$ cat src/sv/ifbs_pkg.sv
// ----------------------------------------------------------------------------
// Interleaved file broadcast scheduler package
// Shared widths, register indices and the structs passed between modules.
// ----------------------------------------------------------------------------
package ifbs_pkg;

  localparam int unsigned ID_W      = 31;
  localparam int unsigned TICK_W    = 16;
  localparam int unsigned PORT_W    = 3;
  localparam int unsigned EN_W      = 8;
  localparam int unsigned CFG_IDX_W = 2;
  localparam int unsigned CFG_W     = 31;
  localparam int unsigned IN_DATA_W  = 24;
  localparam int unsigned OUT_DATA_W = 40;

  // Configuration register indices
  localparam logic [CFG_IDX_W-1:0] REG_FIRST_ID     = 2'd0;
  localparam logic [CFG_IDX_W-1:0] REG_LAST_ID      = 2'd1;
  localparam logic [CFG_IDX_W-1:0] REG_RELOAD_TICKS = 2'd2;
  localparam logic [CFG_IDX_W-1:0] REG_PORT_ENABLE  = 2'd3;

  typedef struct packed {
    logic [ID_W-1:0]   first_id;
    logic [ID_W-1:0]   last_id;
    logic [TICK_W-1:0] reload_ticks;
    logic [EN_W-1:0]   port_enable;
  } cfg_t;

  typedef struct packed {
    logic              transfer_more;
    logic              carrier_busy;
    logic [TICK_W-1:0] elapsed_ticks;
    logic [PORT_W-1:0] port;
  } item_t;

  typedef struct packed {
    logic            from_recent;
    logic [ID_W-1:0] chosen_id;
    logic            start_new;
    logic            continue_round;
  } result_t;

endpackage

$ cat src/sv/interleaved_file_broadcast_scheduler.sv
// ----------------------------------------------------------------------------
// Interleaved file broadcast scheduler
// Services one port per transaction and decides rounds and new files.
// ----------------------------------------------------------------------------
// Usage:
// Each transaction on the s_axis channel services one port and yields
// exactly one result on the m_axis channel: whether a round of the ongoing
// transfer is sent, and whether a new file starts together with its id and
// whether it came from the backward walk over the newest ids.
// The cfg channel writes the id range, reload delay and port enables; it is
// always ready and should be written only while the block is idle.
// An accepted item is held in an input register. Once the result register is
// free or being taken, the per-port state is read and updated and the result
// registered. One item per cycle is sustained while the receiver does not
// stall, set by the read-modify-write of the per-port state registers.
// Reset clears all per-port state and loads the register defaults (first id
// one, last id zero, so no files). When the receiver stalls, the result
// register holds and the input register fills; s_axis_tready_o then falls.
// ----------------------------------------------------------------------------
module interleaved_file_broadcast_scheduler
  import ifbs_pkg::*;
#(
  parameter int unsigned NUM_PORTS     = 8,
  parameter int unsigned RECENT_WINDOW = 200
) (
  input  logic                  clk_i,
  input  logic                  rst_ni,
  input  logic                  s_axis_tvalid_i,
  output logic                  s_axis_tready_o,
  // port[2:0], elapsed_ticks[18:3], carrier_busy[19], transfer_more[20]
  input  logic [IN_DATA_W-1:0]  s_axis_tdata_i,
  output logic                  m_axis_tvalid_o,
  input  logic                  m_axis_tready_i,
  // continue_round[0], start_new[1], chosen_id[32:2], from_recent[33]
  output logic [OUT_DATA_W-1:0] m_axis_tdata_o,
  input  logic                  cfg_valid_i,
  output logic                  cfg_ready_o,
  input  logic [CFG_IDX_W-1:0]  cfg_index_i,
  input  logic [CFG_W-1:0]      cfg_data_i
);

  cfg_t    cfg;
  item_t   item_q;
  result_t result, out_q;
  logic    in_vld_q, out_vld_q, out_vld_d, advance;

  assign cfg_ready_o = 1'b1;

  ifbs_cfg u_cfg (
    .clk_i       (clk_i),
    .rst_ni      (rst_ni),
    .cfg_valid_i (cfg_valid_i),
    .cfg_index_i (cfg_index_i),
    .cfg_data_i  (cfg_data_i),
    .cfg_o       (cfg)
  );

  assign advance         = in_vld_q && (!out_vld_q || m_axis_tready_i);
  assign s_axis_tready_o = !in_vld_q || advance;
  assign out_vld_d       = advance || (out_vld_q && !m_axis_tready_i);

  ifbs_sched #(
    .NUM_PORTS     (NUM_PORTS),
    .RECENT_WINDOW (RECENT_WINDOW)
  ) u_sched (
    .clk_i    (clk_i),
    .rst_ni   (rst_ni),
    .update_i (advance),
    .item_i   (item_q),
    .cfg_i    (cfg),
    .result_o (result)
  );

  always_ff @(posedge clk_i or negedge rst_ni) begin
    if (!rst_ni) begin
      in_vld_q  <= 1'b0;
      out_vld_q <= 1'b0;
    end else begin
      if (s_axis_tready_o) begin
        in_vld_q <= s_axis_tvalid_i;
      end
      out_vld_q <= out_vld_d;
    end
  end

  always_ff @(posedge clk_i) begin
    if (s_axis_tvalid_i && s_axis_tready_o) begin
      item_q <= item_t'(s_axis_tdata_i[$bits(item_t)-1:0]);
    end
    if (advance) begin
      out_q <= result;
    end
  end

  assign m_axis_tvalid_o = out_vld_q;
  assign m_axis_tdata_o  = {(OUT_DATA_W - $bits(result_t))'(0), out_q};

`ifndef SYNTH
  a_recent_needs_start: assert property (@(posedge clk_i) disable iff (!rst_ni)
    out_vld_q && out_q.from_recent |-> out_q.start_new)
    else $error("result marked as recent without a new transfer");

  a_id_zero_unless_start: assert property (@(posedge clk_i) disable iff (!rst_ni)
    out_vld_q && !out_q.start_new |-> out_q.chosen_id == '0)
    else $error("chosen id non-zero without a new transfer");

  a_stall_holds_item: assert property (@(posedge clk_i) disable iff (!rst_ni)
    in_vld_q && !advance |=> in_vld_q && $stable(item_q))
    else $error("held input item lost while the result side stalled");

  a_advance_fills_output: assert property (@(posedge clk_i) disable iff (!rst_ni)
    advance |=> out_vld_q)
    else $error("processed item did not reach the result register");
`endif

endmodule

$ cat src/sv/ifbs_cfg.sv
// ----------------------------------------------------------------------------
// Scheduler configuration registers
// Holds the id range, reload delay and per-port enable bits.
// ----------------------------------------------------------------------------
module ifbs_cfg
  import ifbs_pkg::*;
(
  input  logic                 clk_i,
  input  logic                 rst_ni,
  input  logic                 cfg_valid_i,
  input  logic [CFG_IDX_W-1:0] cfg_index_i,
  input  logic [CFG_W-1:0]     cfg_data_i,
  output cfg_t                 cfg_o
);

  cfg_t cfg_q, cfg_d;

  always_comb begin
    cfg_d = cfg_q;
    if (cfg_valid_i) begin
      unique case (cfg_index_i)
        REG_FIRST_ID:     cfg_d.first_id     = cfg_data_i[ID_W-1:0];
        REG_LAST_ID:      cfg_d.last_id      = cfg_data_i[ID_W-1:0];
        REG_RELOAD_TICKS: cfg_d.reload_ticks = cfg_data_i[TICK_W-1:0];
        REG_PORT_ENABLE:  cfg_d.port_enable  = cfg_data_i[EN_W-1:0];
        default:          cfg_d = cfg_q;
      endcase
    end
  end

  always_ff @(posedge clk_i or negedge rst_ni) begin
    if (!rst_ni) begin
      cfg_q.first_id     <= ID_W'(1);
      cfg_q.last_id      <= '0;
      cfg_q.reload_ticks <= '0;
      cfg_q.port_enable  <= '0;
    end else begin
      cfg_q <= cfg_d;
    end
  end

  assign cfg_o = cfg_q;

endmodule

$ cat src/sv/ifbs_sched.sv
// ----------------------------------------------------------------------------
// Scheduler per-port state and decision logic
// Reads the serviced port's state, decides the round and the next file, and
// writes the state back when the transaction moves to the result register.
// ----------------------------------------------------------------------------
module ifbs_sched
  import ifbs_pkg::*;
#(
  parameter int unsigned NUM_PORTS     = 8,
  parameter int unsigned RECENT_WINDOW = 200
) (
  input  logic    clk_i,
  input  logic    rst_ni,
  input  logic    update_i,
  input  item_t   item_i,
  input  cfg_t    cfg_i,
  output result_t result_o
);

  localparam int unsigned IDX_W = (NUM_PORTS > 1) ? $clog2(NUM_PORTS) : 1;
  localparam int unsigned SW    = ID_W + 2;
  localparam logic signed [SW-1:0] WIN = SW'(RECENT_WINDOW);

  logic              active_q   [NUM_PORTS];
  logic              turn_q     [NUM_PORTS];
  logic              ptr_vld_q  [NUM_PORTS];
  logic [ID_W-1:0]   sweep_q    [NUM_PORTS];
  logic [ID_W-1:0]   recent_q   [NUM_PORTS];
  logic [TICK_W-1:0] delay_q    [NUM_PORTS];

  logic [IDX_W-1:0] idx;
  logic             in_range, go, fire, active_after, choose, cont, turn, many;
  logic signed [SW-1:0] first_s, last_s, sweep_base, recent_base;
  logic signed [SW-1:0] sweep_inc, sweep_new, recent_dec, recent_new;

  assign in_range = {1'b0, item_i.port} < (PORT_W + 1)'(NUM_PORTS);
  assign idx      = IDX_W'(item_i.port);
  assign go       = in_range && (cfg_i.last_id >= cfg_i.first_id)
                    && cfg_i.port_enable[item_i.port] && !item_i.carrier_busy;

  assign fire         = delay_q[idx] <= item_i.elapsed_ticks;
  assign cont         = fire && active_q[idx];
  assign active_after = active_q[idx] && item_i.transfer_more;
  assign choose       = fire && !active_after;
  assign turn         = turn_q[idx];

  assign first_s = $signed({2'b00, cfg_i.first_id});
  assign last_s  = $signed({2'b00, cfg_i.last_id});
  assign many    = (last_s - first_s) > WIN;

  // Before the first choice the sweep sits just below the range and the
  // backward walk at the newest id.
  assign sweep_base  = ptr_vld_q[idx] ? $signed({2'b00, sweep_q[idx]}) : first_s - SW'(1);
  assign recent_base = ptr_vld_q[idx] ? $signed({2'b00, recent_q[idx]}) : last_s;

  assign sweep_inc  = sweep_base + SW'(1);
  assign sweep_new  = (sweep_inc > last_s || sweep_inc < first_s) ? first_s : sweep_inc;
  assign recent_dec = recent_base - SW'(1);
  assign recent_new = (recent_dec < last_s - WIN || recent_dec < first_s) ? last_s
                                                                          : recent_dec;

  always_comb begin
    result_o = '0;
    if (go) begin
      result_o.continue_round = cont;
      if (choose) begin
        result_o.start_new   = 1'b1;
        result_o.from_recent = turn;
        result_o.chosen_id   = turn ? recent_new[ID_W-1:0] : sweep_new[ID_W-1:0];
      end
    end
  end

  always_ff @(posedge clk_i or negedge rst_ni) begin
    if (!rst_ni) begin
      for (int i = 0; i < NUM_PORTS; i++) begin
        active_q[i]  <= 1'b0;
        turn_q[i]    <= 1'b0;
        ptr_vld_q[i] <= 1'b0;
        sweep_q[i]   <= '0;
        recent_q[i]  <= '0;
        delay_q[i]   <= '0;
      end
    end else if (update_i && go) begin
      if (fire) begin
        active_q[idx] <= choose ? 1'b1 : active_after;
        delay_q[idx]  <= cfg_i.reload_ticks;
        if (choose) begin
          ptr_vld_q[idx] <= 1'b1;
          if (turn) begin
            turn_q[idx]   <= 1'b0;
            sweep_q[idx]  <= sweep_base[ID_W-1:0];
            recent_q[idx] <= recent_new[ID_W-1:0];
          end else begin
            turn_q[idx]   <= many;
            sweep_q[idx]  <= sweep_new[ID_W-1:0];
            recent_q[idx] <= recent_base[ID_W-1:0];
          end
        end
      end else begin
        delay_q[idx] <= delay_q[idx] - item_i.elapsed_ticks;
      end
    end
  end

endmodule

$ cat config.mk
export PLATFORM = sky130hd
export DESIGN_NAME = interleaved_file_broadcast_scheduler
export DESIGN_NICKNAME = d
export VERILOG_FILES = /design/src/sv/ifbs_pkg.sv /design/src/sv/interleaved_file_broadcast_scheduler.sv /design/src/sv/ifbs_cfg.sv /design/src/sv/ifbs_sched.sv
export SDC_FILE = /design/constraint.sdc
export NUM_CORES = 2
export LEC_CHECK = 0
export BUFFER_PORTS_ARGS = -buffer_cell sky130_fd_sc_hd__buf_4
export CAP_MARGIN = 25
export CORE_UTILIZATION = 50
export CTS_BUF_LIST = sky130_fd_sc_hd__clkbuf_2 sky130_fd_sc_hd__clkbuf_4 sky130_fd_sc_hd__clkbuf_8
export DETAILED_ROUTE_END_ITERATION = 10
export PLACE_DENSITY = 0.68
export REMOVE_ABC_BUFFERS = 1
export SLEW_MARGIN = 10
export SYNTH_ARGS = -nofsm -noshare
export SYNTH_HDL_FRONTEND = slang
export SYNTH_SLANG_ARGS = --single-unit
$ cat constraint.sdc
create_clock -name clk_i -period 25.3 [get_ports clk_i]
set_input_delay 6.325 -clock clk_i [delete_from_list [all_inputs] [get_ports clk_i]]
set_output_delay 6.325 -clock clk_i [all_outputs]
set_load 0.01 [all_outputs]
Word level (Yosys, flattened, before mapping)
Cells that the tools add are included.

cells by class
  bitwise gates (word level) = 4
  $lt $le $gt $ge = 10
  add/sub/neg operators = 6
  reductions and logical operators = 28
  mux-type cells = 45
  equal/unequal tests = 3

operators with widths
  operator                                                                           number
  248-bit bitwise mux                                                                4
  248-bit two-way mux                                                                2
  31-bit two-way mux                                                                 9
  128-bit bitwise mux                                                                2
  31-bit binary-select mux with 3-bit select                                         2
  128-bit two-way mux                                                                1
  31-bit demux with 3-bit select                                                     1
  32-bit less-than comparator                                                        2
  31-bit by 1-bit subtractor with 32-bit output (second input constant)              2
  16-bit binary-select mux with 3-bit select                                         1
  16-bit demux with 3-bit select                                                     1
  16-bit two-way mux                                                                 3
  33-bit by 2-bit adder with 33-bit output (second input constant)                   1
  33-bit by 32-bit greater-than comparator with 1-bit output                         1
  33-bit by 9-bit greater-than comparator with 1-bit output (second input constant)  1
  33-bit by 32-bit less-than comparator with 1-bit output                            1
  33-bit two-way mux                                                                 1
  31-bit by 31-bit subtractor with 32-bit output                                     1
  31-bit by 8-bit subtractor with 32-bit output (second input constant)              1
  31-bit greater-or-equal comparator                                                 1
  8-bit bitwise mux                                                                  2
  16-bit less-or-equal comparator                                                    1
  16-bit subtractor                                                                  1
  1-bit binary-select mux with 3-bit select                                          4
  18 further kinds                                                                   50

word-level totals
  flip-flop bits (word level) = 791
  logic and storage cells = 158
  input bits = 62
  output and inout bits = 43

Logic depth before layout (Yosys ltp)
  depth in word-level cells = 11
  gate-level depth with buffers = 37
  mapped depth without buffers = 25

Modules after synthesis
Synthesis repeated with hierarchy kept, for this count alone.

second synthesis, totals
  cell total of the unflattened synthesis = 4354
  area total of the unflattened synthesis = 45662.5 um2

by module, submodules not included
  module                                sequential area each (um2)  cells an instance  area each (um2)  instances
  ifbs_sched                            16215.6                     4099               40646.5          1
  ifbs_cfg                              2153.3                      183                3200.6           1
  interleaved_file_broadcast_scheduler  1701.6                      72                 1815.5           1

Least setup slack after synthesis
No wires, ideal clock.

  kind = input-to-output
  from = input m_axis_tready_i
  to = output s_axis_tready_o
  data required time = 18975 ps
  data arrival time = 6534 ps
  slack = 12441 ps
  stages = 1
  path buffers = 0
  path through = nand3b_1

on the way
  cells in the longest elaborated chain, start to end = 3

RTL lines
  what                RTL line                                    source
  start: declaration  interleaved_file_broadcast_scheduler.sv:33  input logic m_axis_tready_i,
  1-bit logical OR    interleaved_file_broadcast_scheduler.sv:58  assign advance = in_vld_q && (!out_vld_q || m_axis_tready_i);
  1-bit logical AND   interleaved_file_broadcast_scheduler.sv:58
  1-bit logical OR    interleaved_file_broadcast_scheduler.sv:59  assign s_axis_tready_o = !in_vld_q || advance;
  end: declaration    interleaved_file_broadcast_scheduler.sv:29  output logic s_axis_tready_o,

Every way passes these cells.

Worst setup path in the final report
Same ends and word-level chain as after synthesis.

==> results.py <==
metrics = {
    "sta": {
        "slew_violations": 0,
        "worst_hold_slack_ns": 0.457,
        "setup_viol": 0,
        "min_period_over_period_pct": 51.8,
        "fmax_ghz": 0.0763,
        "grt_setup_unrepaired": "no",
        "hold_viol": 0,
        "skew_ns": 0.0548,
        "worst_pin_slew_ns": 1.12,
        "relSlewSlack_pct": 25.2,
        "fin_setup_tns_ns": 0,
        "min_period_ns": 13.11,
    },
    "synth": {
        "muxShareOfSynthArea_pct": 10.9,
        "synth.area.top_cells": "dfrtp_1 41%, mux2_2 5.8%, nand2_1 5.0%",
        "syn_avg_cell_area_um2": 9.84,
        "synth_top_family_by_area": "compound AO/OA/AOI/OAI gates",
        "yosysSeqAreaShare_pct": 44.9,
        "synthSimpleGateAreaFrac_pct": 13.6,
        "ys.warnings.count": 0,
        "synth_cell_types": 121,
        "netlist_area_um2": 44700,
        "synth_edf_count": 55,
        "async_flop_share_pct": 93.0,
        "synthFlopType": "dfrtp_1",
        "synth_compound_area_share_pct": 19.1,
        "synth_top_area_share_pct": 41.1,
        "synth_top_area_cell": "dfrtp_1",
        "synth_adder_area_share_pct": 4.88,
        "synthXorXnorAreaFrac_pct": 2.51,
        "synth-seq-cells": 791,
        "synthCells": 4548,
    },
    "worst_setup_path": {
        "slowest_stage": "nand3b_1",
        "crit_path_start_kind": "primary input",
        "worstPathArrival_ns": 6.78,
        "cp_max_fo": 3,
        "crit_path_end_kind": "output pin",
        "critPathKind": "in -> out",
        "crit_chain": "buf_4 -> nand3b_1 -> buf_4",
        "cpPeakStageDelay_ns": 0.18,
        "worst_ep_required_time_ns": 18.98,
        "crit_top_cell": "buf_4",
    },
    "run_status": {
        "status": "finished, violations left",
        "violations": "DRC",
    },
    "clock_tree": {
        "cts_hold_buf": 0,
        "cts_tree": "done",
        "insertion_delay_ns": 0.87,
        "cts_sinks": 791,
        "cts_setup_buffers": 0,
        "cts_resized": 0,
        "cts-buffers-inserted": 137,
        "clk_pin_slew_ns": 0.06,
        "root_buffer": "clkbuf_8",
        "clk_path_buf_depth": 3,
        "cts_max_level": 4,
    },
    "floorplanning": {
        "die_area_um2": 90700,
        "coreArea_um2": 88500,
        "die_h_um": 301,
        "rows": 109,
        "dieWidth_um": 301,
        "io_pins": 105,
        "start_util_pct": 50.6,
    },
    "place": {
        "dp_hpwl_mm": 110,
        "portBuffers": 94,
        "gp_congestion": 1.02,
    },
    "cells_and_area": {
        "layout-drive-gt1-share_pct": 17.1,
        "postLayoutCoreUtil_pct": 55.7,
        "nets": 4821,
        "syn2layout_area_growth_pct": 10.2,
    },
    "route": {
        "drt_first_pass_iters": 10,
        "ant_nets": 0,
        "drt-met1-wl_mm": 64.3,
        "via_per_inst": 6.50,
        "drc": 26,
        "top_layer_used": "met5",
        "num_vias": 38097,
        "drtIter0Drc": 4585,
        "avgRoutedWirePerCell_um": 27.4,
        "wl_mm": 160,
        "wl_met3_mm": 15.6,
        "wl_met2_mm": 69.5,
    },
    "power": {
        "totalPowerFinal_mw": 4.94,
        "p_per_area_nw_per_um2": 100,
        "vdd_drop_max_mv": 0.0592,
        "p_leak_nw": 22.0,
    },
    "global_route": {
        "grt_max_degree": 171,
        "grt_overflow": 0,
        "grt_pass1_vias": 36161,
        "grt_usage_pct": 35.2,
        "antenna_found_initial": 8,
        "grt_pass1_wl_mm": 236,
    },
    "run": {
        "maxCapViolCount": 0,
    },
    "hold_path": {
        "min_path_type": "reg -> reg",
    },
}
==> path summary, 6_finish.rpt <==
check | depth (start not counted) | startpoint | slack (ns) | endpoint
setup / recovery | 3 | m_axis_tready_i | 12.19 | s_axis_tready_o
hold / removal | 1 | u_sched.active_q[0]$_DFFE_PN0P_ | 0.46 | u_sched.active_q[0]$_DFFE_PN0P_
setup reg to reg | 25 | item_q[1]$_DFFE_PP_ | 14.20 | m_axis_tdata_o[5]$_SDFFCE_PN0P_
hold reg to reg | 1 | u_sched.active_q[0]$_DFFE_PN0P_ | 0.46 | u_sched.active_q[0]$_DFFE_PN0P_
max in group asynchronous | 4 | rst_ni | 16.85 | u_sched.recent_q[153]$_DFFE_PN0P_
min in group asynchronous | 1 | rst_ni | 5.51 | u_sched.sweep_q[218]$_DFFE_PN0P_
==> stage by stage <==
step	cells	instance area (µm²)	setup slack (ns)
finish	5857	49300	12.19
floorplan	4253	43300	12.44
global placement	5603	46300	12.21
detailed placement	5606	46400	12.20
CTS	5850	49200	12.19
global route	5856	49300	12.15
==> layout make-up <==
type                       count  area (µm²)
inverter                     109         409
multi-input combinational   3353       23000
antenna                        2        5.00
clock buffer                 209        2570
fill                        7868       39200
sequential                   791       20100
clock inverter                35         259
tap                         1165        1460
timing repair buffer         193        1580
==> cells in the mapped netlist (27+ instances only) <==
library cell    n
o22ai_1        38
a21oi_1       231
a21o_1         40
xor2_1         30
buf_2          36
a211oi_1       27
o31ai_1        36
nor2_1        251
edfxtp_1       55
mux4_2         28
nor3_1         54
nand3b_1       27
mux2_2        232
nand3_1        87
nand2_1       600
nand4_1        57
o21ai_1        89
mux2i_1       151
a221o_1        29
a221oi_1       29
xnor2_1        98
nor4_1         36
o21ai_0       434
buf_6          27
ha_1          173
inv_1         105
nand2b_1       28
a31oi_1        47
a22oi_1        73
clkbuf_1      194
dfrtp_1       735
==> critical path: cells and delay by family <==
family	cells	cell delay, ns
buffers and inverters	2	0.27
and+or+nand+nor	1	0.18
==> registers in the layout (all words and copies together), names as in the netlist <==
| name | count |
|---|---|
| u_sched.turn_q | 8 |
| u_sched.recent_q | 248 |
| in_vld_q | 1 |
| item_q | 21 |
| u_sched.sweep_q | 248 |
| u_sched.active_q | 8 |
| m_axis_tvalid_o | 1 |
| u_sched.ptr_vld_q | 8 |
| u_cfg.cfg_o | 86 |
| u_sched.delay_q | 128 |
| m_axis_tdata_o | 34 |
==> layout by cell type (no fill, tap or decap), types with 27 or more instances in the layout <==
cell type,netlist,routed
mux4_2,28,28
edfxtp_1,55,55
o21ai_1,89,89
o31ai_1,36,36
a21oi_1,231,230
nor2_1,251,243
buf_4,20,181
xor2_1,30,30
a31oi_1,47,47
o22ai_1,38,38
nand2b_1,28,28
a211oi_1,27,27
ha_1,173,173
xnor2_1,98,98
a221o_1,29,29
a22oi_1,73,73
clkbuf_8,0,160
o21ai_0,434,434
nor4_1,36,36
a221oi_1,29,29
nor3_1,54,52
mux2_2,232,232
mux2i_1,151,151
nand2_1,600,598
dfrtp_1,735,735
inv_1,105,104
nand3_1,87,87
nand3b_1,27,27
nand4_1,57,57
a21o_1,40,40
clkbuf_4,0,49
==> metal layers <==
metal	vias to the layer above	GRT usage (%)
met4	8	21.8
li1	16763	-
met5	-	0
met1	18755	47.1
met3	486	7.73
met2	2085	52.2
==> report_power, final <==
part | switching (mW) | internal, mW
sequential | 0.208 | 1.61
combinational | 1.23 | 0.668
clock | 0.561 | 0.656
==> logic make-up after synthesis <==
logic type,Yosys count
AO/OA/AOI/OAI,1315
XOR/XNOR,128
adder cells (fa/ha/maj),174
buffers and inverters,409
flip-flops,791
multiplexers,421
other,2
AND/OR/NAND/NOR,1308
(Power assumes the default switching activity.)
